[src/hw/rtl/packet_loss_drop_decision_assert.svh]
// Assertion macros for the drop decision RTL.
// Expects signals named clk and arst_n in the module that uses them.
`ifndef PACKET_LOSS_DROP_DECISION_ASSERT_SVH
`define PACKET_LOSS_DROP_DECISION_ASSERT_SVH

// Same-cycle implication, disabled during reset.
`define PLD_ASSERT_IMP(name, ante, cons) \
	name: assert property (@(posedge clk) disable iff (!arst_n) (ante) |-> (cons)) \
		else $error("pld: same-cycle check failed");

// Next-cycle implication, disabled during reset.
`define PLD_ASSERT_NXT(name, ante, cons) \
	name: assert property (@(posedge clk) disable iff (!arst_n) (ante) |=> (cons)) \
		else $error("pld: next-cycle check failed");

`endif

[src/hw/rtl/pld_pkg.sv]
// Package for the packet drop decision block: widths, constants, types.
// No dependencies; the interfaces, divider, datapath, controller and top level import it.
`default_nettype none

package pld_pkg;

	localparam int ADDR_W            = 48;
	localparam int PCT_W             = 7;
	localparam int RND_W             = 15;
	localparam int ROLL_W            = 14;
	localparam int NUM_W             = 19;
	localparam int DEN_W             = 7;
	localparam int TABLE_ENTRIES_DEF = 64;

	localparam int PROB_BASIS    = 10000;
	localparam int EXIT_BAD_PROB = 5000;
	localparam int PERCENT_FULL  = 100;

	localparam logic MODE_BERNOULLI = 1'b0;
	localparam logic MODE_GILBERT   = 1'b1;

	typedef enum logic [1:0] {
		ST_CLEAR,
		ST_IDLE,
		ST_RUN,
		ST_FINISH
	} ctrl_state_t;

	typedef struct packed {
		logic clear_step;
		logic load;
		logic run;
		logic commit;
	} ctrl_cmd_t;

	typedef struct packed {
		logic clear_last;
		logic div_done;
		logic scan_done;
		logic out_free;
	} dp_stat_t;

	typedef struct packed {
		logic              valid;
		logic              bad;
		logic [ADDR_W-1:0] addr;
	} entry_t;

endpackage

`default_nettype wire

[src/hw/rtl/pld_in_if.sv]
// Packet channel: valid/ready handshake carrying one packet descriptor.
// Depends on pld_pkg for field widths.
`default_nettype none

interface pld_in_if;
	import pld_pkg::*;

	logic              valid;
	logic              ready;
	logic [ADDR_W-1:0] sender_address;
	logic [PCT_W-1:0]  loss_percent;
	logic [RND_W-1:0]  random_word;

	modport source (output valid, output sender_address, output loss_percent,
		output random_word, input ready);
	modport sink (input valid, input sender_address, input loss_percent,
		input random_word, output ready);
endinterface

`default_nettype wire

[src/hw/rtl/pld_out_if.sv]
// Verdict channel: valid/ready handshake carrying drop and table_full.
// Depends on pld_pkg only by convention.
`default_nettype none

interface pld_out_if;
	import pld_pkg::*;

	logic valid;
	logic ready;
	logic drop;
	logic table_full;

	modport source (output valid, output drop, output table_full, input ready);
	modport sink (input valid, input drop, input table_full, output ready);
endinterface

`default_nettype wire

[src/hw/rtl/pld_ram.sv]
// Generic single-write, single-read RAM with registered read data.
// No dependencies.
`default_nettype none

module pld_ram #(
	parameter int WIDTH = 8,
	parameter int DEPTH = 64
) (
	input  wire                                     clk,
	input  wire                                     we,
	input  wire [((DEPTH > 1) ? $clog2(DEPTH) : 1)-1:0] waddr,
	input  wire [WIDTH-1:0]                         wdata,
	input  wire [((DEPTH > 1) ? $clog2(DEPTH) : 1)-1:0] raddr,
	output logic [WIDTH-1:0]                        rdata
);
	logic [WIDTH-1:0] mem_q [DEPTH];
	logic [WIDTH-1:0] rdata_q;

	always_ff @(posedge clk) begin
		if (we) begin
			mem_q[waddr] <= wdata;
		end
		rdata_q <= mem_q[raddr];
	end

	assign rdata = rdata_q;
endmodule

`default_nettype wire

[src/hw/rtl/pld_div.sv]
// Restoring divider, one quotient bit per step.
// Depends on pld_pkg for operand widths.
`default_nettype none

module pld_div (
	input  wire                      clk,
	input  wire                      arst_n,
	input  wire                      start,
	input  wire                      step,
	input  wire [pld_pkg::NUM_W-1:0] num,
	input  wire [pld_pkg::DEN_W-1:0] den,
	output logic                     done,
	output logic [pld_pkg::NUM_W-1:0] quo
);
	import pld_pkg::*;

	localparam int CNT_W = $clog2(NUM_W + 1);

	logic [CNT_W-1:0] cnt_q;
	logic [NUM_W-1:0] num_q;
	logic [DEN_W-1:0] rem_q;
	logic [DEN_W-1:0] den_q;
	logic [DEN_W:0]   trial;
	logic [DEN_W:0]   diff;
	logic             ge;

	assign trial = {rem_q, num_q[NUM_W-1]};
	assign ge    = trial >= {1'b0, den_q};
	assign diff  = trial - {1'b0, den_q};
	assign done  = (cnt_q == '0);

	always_ff @(posedge clk or negedge arst_n) begin
		if (!arst_n) begin
			cnt_q <= '0;
		end else if (start) begin
			cnt_q <= CNT_W'(NUM_W);
		end else if (step && !done) begin
			cnt_q <= cnt_q - 1'b1;
		end
	end

	// Quotient bits shift into the numerator register as it drains.
	always_ff @(posedge clk) begin
		if (start) begin
			num_q <= num;
			den_q <= den;
			rem_q <= '0;
		end else if (step && !done) begin
			num_q <= {num_q[NUM_W-2:0], ge};
			rem_q <= ge ? diff[DEN_W-1:0] : trial[DEN_W-1:0];
		end
	end

	assign quo = num_q;
endmodule

`default_nettype wire

[src/hw/rtl/pld_datapath.sv]
// Datapath: mode register, packet capture, divider, sender table scan,
// verdict logic and output register. Depends on pld_pkg, pld_div, pld_ram.
`default_nettype none

module pld_datapath #(
	parameter int TABLE_ENTRIES = pld_pkg::TABLE_ENTRIES_DEF
) (
	input  wire                       clk,
	input  wire                       arst_n,
	input  wire                       cfg_we,
	input  wire                       cfg_wdata,
	input  wire [pld_pkg::ADDR_W-1:0] sender_address,
	input  wire [pld_pkg::PCT_W-1:0]  loss_percent,
	input  wire [pld_pkg::RND_W-1:0]  random_word,
	output logic                      out_valid,
	input  wire                       out_ready,
	output logic                      drop,
	output logic                      table_full,
	input  pld_pkg::ctrl_cmd_t        cmd,
	output pld_pkg::dp_stat_t         status
);
	import pld_pkg::*;

	localparam int IDX_W       = (TABLE_ENTRIES > 1) ? $clog2(TABLE_ENTRIES) : 1;
	localparam int CNT_W       = $clog2(TABLE_ENTRIES + 1);
	localparam int ENT_W       = $bits(entry_t);
	localparam int RECIP_100   = 5243;
	localparam int RECIP_SHIFT = 19;
	localparam int PROD_W      = ROLL_W + 13;

	// Configuration and captured packet
	logic              loss_mode_q;
	logic [ADDR_W-1:0] addr_q;
	logic [PCT_W-1:0]  pct_q;
	logic [ROLL_W-1:0] roll_q;

	// Incoming packet preprocessing
	logic [PCT_W-1:0]  pct_sat;
	logic [ROLL_W-1:0] roll_in;
	logic [NUM_W-1:0]  div_num;
	logic [DEN_W-1:0]  div_den;

	// Divider
	logic              div_done;
	logic [NUM_W-1:0]  div_quo;

	// Bernoulli remainder by 100
	logic [PROD_W-1:0] bern_prod;
	logic [PCT_W-1:0]  bern_quo;
	logic [PCT_W-1:0]  bern_rem;

	// Table scan
	logic [CNT_W-1:0]  scan_cnt_q;
	logic              chk_vld_s1;
	logic [IDX_W-1:0]  scan_idx_s1;
	logic              match_q;
	logic              match_bad_q;
	logic [IDX_W-1:0]  match_idx_q;
	logic              free_q;
	logic [IDX_W-1:0]  free_idx_q;
	logic [IDX_W-1:0]  clr_cnt_q;
	logic              issue;
	logic              scan_end;
	logic              see_match;
	logic              see_free;
	logic [ENT_W-1:0]  ram_rdata;
	entry_t            rd_entry;

	// Verdict and write-back
	logic              pct_zero;
	logic              pct_full;
	logic              enter_hit;
	logic              exit_hit;
	logic              drop_d;
	logic              full_d;
	logic              tbl_we;
	logic [IDX_W-1:0]  tbl_idx;
	entry_t            tbl_entry;
	logic              ram_we;
	logic [IDX_W-1:0]  ram_waddr;
	entry_t            ram_wentry;

	// Output register
	logic              out_valid_q;
	logic              drop_q;
	logic              full_q;

	// Saturate percent, reduce the random word mod 10000 by constant compares.
	always_comb begin
		pct_sat = (loss_percent > PCT_W'(PERCENT_FULL)) ? PCT_W'(PERCENT_FULL)
			: loss_percent;
		if (random_word >= RND_W'(3 * PROB_BASIS)) begin
			roll_in = ROLL_W'(random_word - RND_W'(3 * PROB_BASIS));
		end else if (random_word >= RND_W'(2 * PROB_BASIS)) begin
			roll_in = ROLL_W'(random_word - RND_W'(2 * PROB_BASIS));
		end else if (random_word >= RND_W'(PROB_BASIS)) begin
			roll_in = ROLL_W'(random_word - RND_W'(PROB_BASIS));
		end else begin
			roll_in = ROLL_W'(random_word);
		end
		// Gilbert-Elliott enter-bad ratio: percent*5000 / (100 - percent).
		div_num = NUM_W'(pct_sat) * NUM_W'(EXIT_BAD_PROB);
		div_den = DEN_W'(PERCENT_FULL) - pct_sat;
	end

	pld_div u_div (
		.clk    (clk),
		.arst_n (arst_n),
		.start  (cmd.load),
		.step   (cmd.run),
		.num    (div_num),
		.den    (div_den),
		.done   (div_done),
		.quo    (div_quo)
	);

	assign issue     = cmd.run && (scan_cnt_q != CNT_W'(TABLE_ENTRIES));
	assign scan_end  = (scan_cnt_q == CNT_W'(TABLE_ENTRIES)) && !chk_vld_s1;
	assign rd_entry  = entry_t'(ram_rdata);
	assign see_match = chk_vld_s1 && rd_entry.valid && (rd_entry.addr == addr_q) && !match_q;
	assign see_free  = chk_vld_s1 && !rd_entry.valid && !free_q;

	always_ff @(posedge clk or negedge arst_n) begin
		if (!arst_n) begin
			loss_mode_q <= MODE_BERNOULLI;
			scan_cnt_q  <= '0;
			chk_vld_s1  <= 1'b0;
			match_q     <= 1'b0;
			free_q      <= 1'b0;
			clr_cnt_q   <= '0;
			out_valid_q <= 1'b0;
		end else begin
			if (cfg_we) begin
				loss_mode_q <= cfg_wdata;
			end
			if (cmd.clear_step) begin
				clr_cnt_q <= clr_cnt_q + 1'b1;
			end
			chk_vld_s1 <= issue;
			if (cmd.load) begin
				scan_cnt_q <= '0;
				match_q    <= 1'b0;
				free_q     <= 1'b0;
			end else begin
				if (issue) begin
					scan_cnt_q <= scan_cnt_q + 1'b1;
				end
				if (see_match) begin
					match_q <= 1'b1;
				end
				if (see_free) begin
					free_q <= 1'b1;
				end
			end
			if (cmd.commit) begin
				out_valid_q <= 1'b1;
			end else if (out_ready) begin
				out_valid_q <= 1'b0;
			end
		end
	end

	// Payload registers: the read index of each check is the issue index delayed by one register.
	always_ff @(posedge clk) begin
		if (cmd.load) begin
			addr_q <= sender_address;
			pct_q  <= pct_sat;
			roll_q <= roll_in;
		end
		if (see_match) begin
			match_idx_q <= scan_idx_s1;
			match_bad_q <= rd_entry.bad;
		end
		if (see_free) begin
			free_idx_q <= scan_idx_s1;
		end
		if (cmd.commit) begin
			drop_q <= drop_d;
			full_q <= full_d;
		end
	end

	always_ff @(posedge clk) begin
		scan_idx_s1 <= scan_cnt_q[IDX_W-1:0];
	end

	// Bernoulli: the roll is the word mod 10000, so roll mod 100 is the word mod 100.
	// Quotient by reciprocal multiplication, exact for rolls below 10000.
	always_comb begin
		bern_prod = PROD_W'(roll_q) * PROD_W'(RECIP_100);
		bern_quo  = bern_prod[RECIP_SHIFT +: PCT_W];
		bern_rem  = PCT_W'(roll_q - ROLL_W'(bern_quo) * ROLL_W'(PERCENT_FULL));
	end

	// Verdict. Enter-bad threshold is max(1, quotient), or certain at 100 percent.
	always_comb begin
		pct_zero  = (pct_q == '0);
		pct_full  = (pct_q == PCT_W'(PERCENT_FULL));
		enter_hit = pct_full || (roll_q == '0) || (NUM_W'(roll_q) < div_quo);
		exit_hit  = roll_q < ROLL_W'(EXIT_BAD_PROB);
		drop_d    = 1'b0;
		full_d    = 1'b0;
		tbl_we    = 1'b0;
		tbl_idx   = match_idx_q;
		tbl_entry = '{valid: 1'b1, bad: 1'b0, addr: addr_q};
		if (loss_mode_q == MODE_BERNOULLI) begin
			drop_d = !pct_zero && (pct_full || (bern_rem < pct_q));
		end else if (pct_zero) begin
			// Free the sender's slot.
			tbl_we    = match_q;
			tbl_entry = '0;
		end else if (match_q) begin
			tbl_we = 1'b1;
			if (match_bad_q) begin
				drop_d        = 1'b1;
				tbl_entry.bad = !exit_hit;
			end else begin
				drop_d        = enter_hit;
				tbl_entry.bad = enter_hit;
			end
		end else if (free_q) begin
			tbl_we        = 1'b1;
			tbl_idx       = free_idx_q;
			drop_d        = enter_hit;
			tbl_entry.bad = enter_hit;
		end else begin
			drop_d = enter_hit;
			full_d = 1'b1;
		end
	end

	always_comb begin
		ram_we     = cmd.clear_step || (cmd.commit && tbl_we);
		ram_waddr  = cmd.clear_step ? clr_cnt_q : tbl_idx;
		ram_wentry = cmd.clear_step ? entry_t'('0) : tbl_entry;
	end

	pld_ram #(
		.WIDTH (ENT_W),
		.DEPTH (TABLE_ENTRIES)
	) u_table (
		.clk   (clk),
		.we    (ram_we),
		.waddr (ram_waddr),
		.wdata (ram_wentry),
		.raddr (scan_cnt_q[IDX_W-1:0]),
		.rdata (ram_rdata)
	);

	assign status.clear_last = (clr_cnt_q == IDX_W'(TABLE_ENTRIES - 1));
	assign status.div_done   = div_done;
	assign status.scan_done  = scan_end || (loss_mode_q == MODE_BERNOULLI);
	assign status.out_free   = !out_valid_q || out_ready;

	assign out_valid  = out_valid_q;
	assign drop       = drop_q;
	assign table_full = full_q;
endmodule

`default_nettype wire

[src/hw/rtl/pld_ctrl.sv]
// Controller state machine: clearing pass, accept, run, commit.
// Depends on pld_pkg and the assertion macro header.
`default_nettype none
`include "packet_loss_drop_decision_assert.svh"

module pld_ctrl (
	input  wire                clk,
	input  wire                arst_n,
	input  wire                in_valid,
	output logic               in_ready,
	input  pld_pkg::dp_stat_t  status,
	output pld_pkg::ctrl_cmd_t cmd
);
	import pld_pkg::*;

	ctrl_state_t state_q;
	ctrl_state_t state_d;

	always_ff @(posedge clk or negedge arst_n) begin
		if (!arst_n) begin
			state_q <= ST_CLEAR;
		end else begin
			state_q <= state_d;
		end
	end

	always_comb begin
		state_d = state_q;
		case (state_q)
			ST_CLEAR: begin
				if (status.clear_last) state_d = ST_IDLE;
			end
			ST_IDLE: begin
				if (in_valid) state_d = ST_RUN;
			end
			ST_RUN: begin
				if (status.div_done && status.scan_done) state_d = ST_FINISH;
			end
			ST_FINISH: begin
				if (status.out_free) state_d = ST_IDLE;
			end
			default: state_d = ST_CLEAR;
		endcase
	end

	always_comb begin
		cmd      = '0;
		in_ready = 1'b0;
		case (state_q)
			ST_CLEAR: begin
				cmd.clear_step = 1'b1;
			end
			ST_IDLE: begin
				in_ready = 1'b1;
				cmd.load = in_valid;
			end
			ST_RUN: begin
				cmd.run = 1'b1;
			end
			ST_FINISH: begin
				cmd.commit = status.out_free;
			end
			default: begin
				cmd = '0;
			end
		endcase
	end

	`PLD_ASSERT_NXT(a_load_runs, cmd.load, state_q == ST_RUN)
	`PLD_ASSERT_IMP(a_run_ends_done, (state_q == ST_RUN) && (state_d != ST_RUN),
		status.div_done && status.scan_done)
	`PLD_ASSERT_NXT(a_commit_idle, cmd.commit, (state_q == ST_IDLE) && in_ready)
	`PLD_ASSERT_NXT(a_stall_holds, (state_q == ST_FINISH) && !status.out_free,
		state_q == ST_FINISH)
endmodule

`default_nettype wire

[src/hw/rtl/packet_loss_drop_decision.sv]
// Packet drop decision block: Bernoulli or Gilbert-Elliott burst loss per sender.
// Top level; depends on pld_pkg, pld_in_if, pld_out_if, pld_ctrl, pld_datapath.
//
// Usage:
//   pkt      - sink channel; one transaction is one packet (sender_address,
//              loss_percent, random_word). Accepted on valid & ready.
//   verdict  - source channel; one transaction per packet with drop and
//              table_full, in packet order.
//   cfg_we / cfg_wdata - write loss_mode (0 Bernoulli, 1 Gilbert-Elliott);
//              write only while no packet is in flight.
// Timing: after acceptance the run phase lasts, in Gilbert-Elliott mode, until both the
//   divider steps and a one-entry-per-cycle scan of the sender table RAM with registered
//   read are done, and in Bernoulli mode until the divider is done; then the commit state
//   registers the verdict. A new packet is taken only after the previous one has committed.
// Reset: arst_n clears control state and the mode register, then a clearing
//   pass writes zero to every table entry; pkt.ready stays low meanwhile.
// Backpressure: the verdict sits in an output register, so a new packet is
//   accepted and processed while the previous verdict waits; a finished
//   packet holds in commit until the output register frees up.
`default_nettype none

module packet_loss_drop_decision #(
	parameter int TABLE_ENTRIES = pld_pkg::TABLE_ENTRIES_DEF
) (
	input  wire       clk,
	input  wire       arst_n,
	input  wire       cfg_we,
	input  wire       cfg_wdata,
	pld_in_if.sink    pkt,
	pld_out_if.source verdict
);
	import pld_pkg::*;

	ctrl_cmd_t cmd;
	dp_stat_t  status;

	// Controller: sequences the clearing pass and each packet transaction.
	pld_ctrl u_ctrl (
		.clk      (clk),
		.arst_n   (arst_n),
		.in_valid (pkt.valid),
		.in_ready (pkt.ready),
		.status   (status),
		.cmd      (cmd)
	);

	// Datapath: divider, table scan and update, verdict register.
	pld_datapath #(
		.TABLE_ENTRIES (TABLE_ENTRIES)
	) u_dp (
		.clk            (clk),
		.arst_n         (arst_n),
		.cfg_we         (cfg_we),
		.cfg_wdata      (cfg_wdata),
		.sender_address (pkt.sender_address),
		.loss_percent   (pkt.loss_percent),
		.random_word    (pkt.random_word),
		.out_valid      (verdict.valid),
		.out_ready      (verdict.ready),
		.drop           (verdict.drop),
		.table_full     (verdict.table_full),
		.cmd            (cmd),
		.status         (status)
	);
endmodule

`default_nettype wire
[src/flat_wrapper.sv]
// flat-port wrapper written by rule: the top's interface ports become plain ports
module packet_loss_drop_decision_flat import pld_pkg::*;
#(
	parameter int TABLE_ENTRIES = pld_pkg::TABLE_ENTRIES_DEF
)
  (clk, arst_n, cfg_we, cfg_wdata, pkt_valid, pkt_sender_address, pkt_loss_percent, pkt_random_word, pkt_ready, verdict_valid, verdict_drop, verdict_table_full, verdict_ready);
  pld_in_if pkt_i ();
  pld_out_if verdict_i ();
  input  wire clk;
  input  wire arst_n;
  input  wire cfg_we;
  input  wire cfg_wdata;
  input wire logic [$bits(pkt_i.valid)-1:0] pkt_valid;
  input wire logic [$bits(pkt_i.sender_address)-1:0] pkt_sender_address;
  input wire logic [$bits(pkt_i.loss_percent)-1:0] pkt_loss_percent;
  input wire logic [$bits(pkt_i.random_word)-1:0] pkt_random_word;
  output wire logic [$bits(pkt_i.ready)-1:0] pkt_ready;
  output wire logic [$bits(verdict_i.valid)-1:0] verdict_valid;
  output wire logic [$bits(verdict_i.drop)-1:0] verdict_drop;
  output wire logic [$bits(verdict_i.table_full)-1:0] verdict_table_full;
  input wire logic [$bits(verdict_i.ready)-1:0] verdict_ready;
  assign pkt_i.valid = pkt_valid;
  assign pkt_i.sender_address = pkt_sender_address;
  assign pkt_i.loss_percent = pkt_loss_percent;
  assign pkt_i.random_word = pkt_random_word;
  assign pkt_ready = pkt_i.ready;
  assign verdict_valid = verdict_i.valid;
  assign verdict_drop = verdict_i.drop;
  assign verdict_table_full = verdict_i.table_full;
  assign verdict_i.ready = verdict_ready;
  packet_loss_drop_decision #(.TABLE_ENTRIES(TABLE_ENTRIES)) u_core (.clk(clk), .arst_n(arst_n), .cfg_we(cfg_we), .cfg_wdata(cfg_wdata), .pkt(pkt_i), .verdict(verdict_i));
endmodule
[config.mk]
export PLATFORM = sky130hd
export DESIGN_NAME = packet_loss_drop_decision_flat
export DESIGN_NICKNAME = d
export VERILOG_FILES = /design/src/hw/rtl/pld_pkg.sv /design/src/hw/rtl/pld_in_if.sv /design/src/hw/rtl/pld_out_if.sv /design/src/hw/rtl/pld_ram.sv /design/src/hw/rtl/pld_div.sv /design/src/hw/rtl/pld_datapath.sv /design/src/hw/rtl/pld_ctrl.sv /design/src/hw/rtl/packet_loss_drop_decision.sv /design/src/flat_wrapper.sv
export VERILOG_INCLUDE_DIRS = /design/src /design/src/hw/rtl
export SDC_FILE = /design/constraint.sdc
export NUM_CORES = 2
export LEC_CHECK = 0
export BUFFER_PORTS_ARGS = -buffer_cell sky130_fd_sc_hd__clkbuf_2
export CORE_ASPECT_RATIO = 0.5
export CORE_MARGIN = 5
export CORE_UTILIZATION = 30
export DETAILED_ROUTE_END_ITERATION = 8
export HOLD_SLACK_MARGIN = 0.03
export PLACE_DENSITY_LB_ADDON = 0.1
export RECOVER_POWER = 50
export SKIP_CTS_REPAIR_TIMING = 1
export SYNTH_ARGS = -nofsm -noshare
export SYNTH_HDL_FRONTEND = slang
export SYNTH_SLANG_ARGS = --single-unit
[constraint.sdc]
create_clock -name clk -period 8.6 [get_ports clk]
set_input_delay 1.29 -clock clk [delete_from_list [all_inputs] [get_ports clk]]
set_output_delay 1.29 -clock clk [all_outputs]
set_load 0.01 [all_outputs]
# == Word-level counts from Yosys, hierarchy flattened ==
# Memory sizes are Yosys's and may differ from the RTL's. A register that Yosys moved wholly into a read port is not among the register bits.
# Cells that the tools add are included.
# word_totals
regBits,148
mem_bits_rw,3200
in_bits,76
out_inout_bits,4
elab_cells,143
memories,1
# mem_list
memory,words,word_bits,rd,rd_ports_with_merged_regs,write_ports,line,rtl
u_core.u_dp.u_table.mem_q,64,50,1,1,1,pld_ram.sv:16,logic [WIDTH-1:0] mem_q [DEPTH];
# op_classes
addsub,9
mul,3
magnitude_cmp,8
eq_ne,12
mux,51
bitwise,1
n_reduce_logical,36
# ops
op,count
$mux 50,2
$eq 48x48->1,1
$mux 48,1
$mux 14,3
$mux 19,2
$ge 15x15->1 const B,2
$mux 6,5
$mux 7,4
$sub 14x14->14 const B,2
$mux 1,27
$mul 14x13->26 const B,1
$lt 14x19->1,1
$mul 7x10->16 const B,1
$ge 15x14->1 const B,1
$eq 7x7->1 const B,2
$logic_not 14->1,1
$lt 14x13->1 const B,1
$sub 14x12->14 const B,1
$sub 7x7->7,2
$logic_and 1x1->1,11
$mux 5,2
$reduce_bool 2->1,5
$ge 8x7->1,1
$logic_not 1->1,8
22 further kinds,33

# == Depth between registers and ports, before layout ==
# depth
word_depth,8
mapped_depth,29
mapped_depth_nobuf,29

# == Cells and area by module ==
# A second synthesis with hierarchy kept.
# unflattened
hier_cells,6621
area_unflattened_um2,135437.4
# modules_own_cells
mod,instances,cells_per_inst,area_per_inst_um2,seq_area_each_um2
pld_ram,1,5457,122950.4,97093.1
pld_datapath,1,980,10279.9,3093.0
pld_div,1,166,1989.4,1046.0
pld_ctrl,1,18,217.7,50.0

# == Worst setup path before layout ==
# No wires, ideal clock.
# synth_timing
kind,reg2reg
start,register u_core.u_dp.roll_q[11]
end,"register u_core.u_dp.drop_q, in the netlist u_core.u_dp.drop (data pin)"
arrival_time_ns,6.314
required_time_ns,8.332
path_slack_ns,2.018
stages_incl_launch_ff,30
path_buffers,0
synth_period_minus_slack_ns,6.582
cell_sequence,edfxtp_1 -> fa_1 -> ha_1 -> inv_1 -> fa_1 -> inv_1 -> fa_1 -> inv_1 -> fa_1 -> inv_1 -> ha_1 -> a21o_1 -> a21o_1 -> o21ba_2 -> o21ai_0 -> a22o_1 -> o21a_1 -> nor2_1 -> xnor2_1 -> ha_1 -> inv_1 -> ha_1 -> a21oi_1 -> xnor2_1 -> xnor2_1 -> xnor2_1 -> ha_1 -> o2111ai_1 -> a221oi_1 -> a211oi_1
# synth_via
elab_chain_cells,7
elab_cells_between_ends,14
cone_classes,1 x add/sub; 2 x mul; 2 x order compare; 4 x mux; 5 x reduce/logical
# synth_lines
element,line,rtl
from (decl),pld_datapath.sv:35,logic [ROLL_W-1:0] roll_q;
from (signal assigned),pld_datapath.sv:168,roll_q <= roll_in;
$mul 14x13->26 or $logic_not 14->1 (tied branches),"pld_datapath.sv:190, pld_datapath.sv:199",
$mul 7x5->5 or $logic_or 1x1->1 (tied branches),"pld_datapath.sv:192, pld_datapath.sv:199",
$sub 7x7->7 or $logic_or 1x1->1 (tied branches),"pld_datapath.sv:192, pld_datapath.sv:199",
$lt 7x7->1 or $mux 1 (tied branches),"pld_datapath.sv:207, pld_datapath.sv:214",
$logic_or 1x1->1 or $mux 1 (tied branches),"pld_datapath.sv:207, pld_datapath.sv:212",
$logic_and 1x1->1 or $mux 1 (tied branches),"pld_datapath.sv:207, pld_datapath.sv:208",
$mux 1 (*),pld_datapath.sv:206,if (loss_mode_q == MODE_BERNOULLI) begin
via u_core.u_dp.drop_d,pld_datapath.sv:74,logic drop_d;
to (signal assigned),pld_datapath.sv:178,drop_q <= drop_d;
to (decl),pld_datapath.sv:85,logic drop_q;
# The timed path passes the listed nets; every way through them passes the cells marked *.
# A chain may end at the register's enable or synchronous reset.

==> results_dict.tcl <==
set metrics [dict create \
    yosysMostFrequentCell "edfxtp_1" \
    syn_inst 5874 \
    die-area_um2 463000 \
    p_clk_frac 0.453 \
    drc 0 \
    netSwitchingPower_mw 6.59 \
    antenna_found_initial 34 \
    pin_count 80 \
    numClockSinks 3397 \
    synth_commonest_cells "3306 x edfxtp_1, 1046 x mux4_2, 214 x inv_1" \
    root_buffer "clkbuf_16" \
    die_x_um 958 \
    final_antenna_net_count 0 \
    dp_cells 11867 \
    synth_seq_cells 3397 \
    path_clk_slew_ps 60 \
    final_cells 12486 \
    initial_core_util 0.300 \
    slew_violations 2522 \
    cap_viol_max_count 58 \
    crit_arrival_ps 8300 \
    synth_top_area_cell "edfxtp_1" \
    grt_overflow_total 0 \
    critPathMaxFanout 57 \
    post-route-period-util 0.908 \
    numCtsBuffers 338 \
    comb_power_share 0.007 \
    setup_viol 0 \
    layout.nets 6558 \
    row_count 174 \
    drt-pass1-iter-count 5 \
    timing.hold.ws_ps 411 \
    grt_util_met1 0.269 \
    multi_input_area_um2 31900 \
    grt_max_degree 129 \
    via_count 64496 \
    tightest_slew_ps 4250 \
    r2r_slack_ps 790 \
    grt_usage 0.184 \
    fillers 41317 \
    grt_pass1_wl_um 589000 \
    netlist.area_leader.share 0.737 \
    ys_seq_area_frac 0.752 \
    hold_violations 0 \
    area.growth.synth_to_final_pct 14.9 \
    finalSetupTns_ps 0 \
    drt_iter0_drc 7240 \
    vias_per_cell 5.17 \
    avgRoutedWirePerCell_um 34.8 \
    htree_levels 5 \
    hold_path_class "register to register" \
    finalInstanceArea_um2 155000 \
    grt_busiest_layer "met2" \
    peakVddDrop_mv 0.154 \
    path_buf_inv 4 \
    crit_required_ps 9090 \
    gp_congestion 0.764 \
    cp-start-kind "register" \
    synth_area_um2 135000 \
    critPathCaptureType "register" \
    slowest_stage "clkbuf_1" \
    hpwl_um 222000 \
    crit_chain "inv_1, ha_1, clkbuf_1, a21oi_1, clkbuf_1, and2_0, clkbuf_2" \
    dpl_cell_area_um2 144000 \
    rsz0062_at_grt "no" \
    synth_edf_count 3306 \
    ff_latch_area_um2 101000 \
    max_slew_margin -1.83 \
    crit_top_cell "clkbuf_1" \
    grt_pass1_vias 66727 \
    wl_um 435000 \
    p_seq_frac 0.540 \
    yosys_warnings 0 \
    drive_above_1_share 0.279 \
    core_area_um2 448000 \
    path_class "register to register" \
    max-clock-path-buffers 4 \
    die_h_um 484 \
    cp_top_family "buffers and inverters" \
    syn_area_per_cell_um2 22.9 \
    syn_nets 6209 \
    p_int_mw 26.5 \
    layout_min_cycle_time_ps 7810 \
    max_freq_mhz 128 \
    synth_top_cells_by_area "edfxtp_1 74%, mux4_2 17%, ha_1 1.7%" \
    cts_tree "built" \
    failed_checks "capacitance limit, slew limit" \
    io_buffers 79 \
    synth_cell_types 70 \
    worstSkewPairLatency_ps 920 \
    p_sw_frac 0.199 \
    gr-usage-met2 0.294 \
    leakage_nw 45.9 \
    synth_flop_cell "edfxtp_1" \
    fin_util 0.345 \
    power_density_nw_per_um2 214 \
    fin_skew_ps 74.8 \
    cpPeakStageDelay_ps 2500 \
    use_met3 0.0285 \
    status "finished with violations" \
    async_flop_share 0.00736 \
]
## layout make-up
type	count	area share
repair buffers	276	0.0154
inverters	216	0.00525
well taps	5984	0.0484
diodes	9	0.000146
flip-flops and latches	3397	0.654
multi-input cells	1994	0.206
clock buffers	438	0.0595
clock inverters	172	0.0112
## worst paths after layout
kind                            depth (start not counted)                                 start                                          to
worst min-delay path                                    0    u_core.u_dp.scan_idx_s1[2]$_DFF_P_        u_core.u_dp.match_idx_q[2]$_DFFE_PP_
min in group asynchronous                               1                                arst_n       u_core.u_dp.scan_cnt_q[2]$_DFFE_PN0P_
max in group asynchronous                               1                                arst_n       u_core.u_dp.scan_cnt_q[5]$_DFFE_PN0P_
worst min register to register                          0    u_core.u_dp.scan_idx_s1[2]$_DFF_P_        u_core.u_dp.match_idx_q[2]$_DFFE_PP_
worst max-delay path                                    7  u_core.u_ctrl.state_q[0]$_DFFE_PN0P_  u_core.u_dp.u_table.mem_q[1][47]$_DFFE_PP_
worst max register to register                          7  u_core.u_ctrl.state_q[0]$_DFFE_PN0P_  u_core.u_dp.u_table.mem_q[1][47]$_DFFE_PP_
## per-layer routing
| layer | part of all wire | vias up | routed length, µm |
|---|---|---|---|
| met5 | 0 | - | 0 |
| met4 | 0.020 | 0 | 8760 |
| met3 | 0.059 | 510 | 25700 |
| met2 | 0.47 | 2182 | 204000 |
| met1 | 0.45 | 36366 | 197000 |
| li1 | - | 25438 | - |
## logic make-up (layout without fill, tap and decap cells)
family                     after synthesis  count (layout)  synth area share
other                                    0               9                 0
adders and majority gates              259             259            0.0281
and+or+nand+nor                        368             368            0.0133
xor gates and xnor gates                97              97           0.00631
DFF                                   3397            3397             0.752
AOI/OAI and AO/OA                      204             204            0.0100
buffers and inverters                  483            1102            0.0142
muxes                                 1066            1066             0.177
## through the flow
stage	worst slack [ps]	total power [mW]
3_5_place_dp	1280	18.5
4_1_cts	1200	33.5
2_1_floorplan	2020	18.4
5_1_grt	390	34.2
3_3_place_gp	1310	18.5
6_report	789	33.1
## registers in the layout, summed over array words and instances (netlist names), 2 cells and up
register	cells
u_core.u_dp.pct_q	7
u_core.u_dp.u_div.quo	19
u_core.u_dp.free_idx_q	6
u_core.u_dp.match_idx_q	6
u_core.u_dp.scan_idx_s1	6
u_core.u_dp.roll_q	14
u_core.u_dp.u_div.den_q	6
u_core.u_dp.u_table.rdata	50
u_core.u_ctrl.state_q	2
u_core.u_dp.clr_cnt_q	6
u_core.u_dp.addr_q	48
u_core.u_dp.u_div.cnt_q	5
u_core.u_dp.u_div.rem_q	7
u_core.u_dp.u_table.mem_q	3200
u_core.u_dp.scan_cnt_q	7
## power by group through the flow
stage          clock network, mW  logic [mW]  registers (mW)
6_report                    15.0       0.221            17.9
5_1_grt                     16.1       0.255            17.9
3_5_place_dp                   0       0.224            18.2
2_1_floorplan                  0       0.150            18.2
4_1_cts                     15.4       0.227            17.9
3_3_place_gp                   0       0.224            18.2
## cells in the final DEF (no fill, tap or decap), types with 13 or more instances in the layout
cell,netlist,routed
edfxtp_1,3306,3306
mux4_2,1046,1046
clkbuf_16,0,344
inv_1,214,214
ha_1,187,187
clkbuf_1,171,138
nand2_1,80,80
clkbuf_2,0,76
fa_1,72,72
buf_4,1,70
dfxtp_1,66,66
clkinv_2,0,63
nor2_1,110,62
buf_12,0,61
xnor2_1,53,53
o21ai_0,52,53
clkinv_1,1,52
nor2_4,0,48
a21oi_1,46,46
xor2_1,44,44
and2_0,0,38
nand3_1,34,34
bufinv_16,0,32
clkbuf_8,0,25
dfrtp_1,25,24
nor3_1,18,18
nand4_1,18,18
a21o_1,17,17
and2_1,53,13
## worst register-to-register path, cell delays in order, from the launching register on
cell and delay [ps]:
dfrtp_1 420, inv_1 90, ha_1 200, clkbuf_1 540, a21oi_1 2070, clkbuf_1 2540, and2_0 620, clkbuf_2 950
Note: power is estimated with default switching activity, not from simulation.
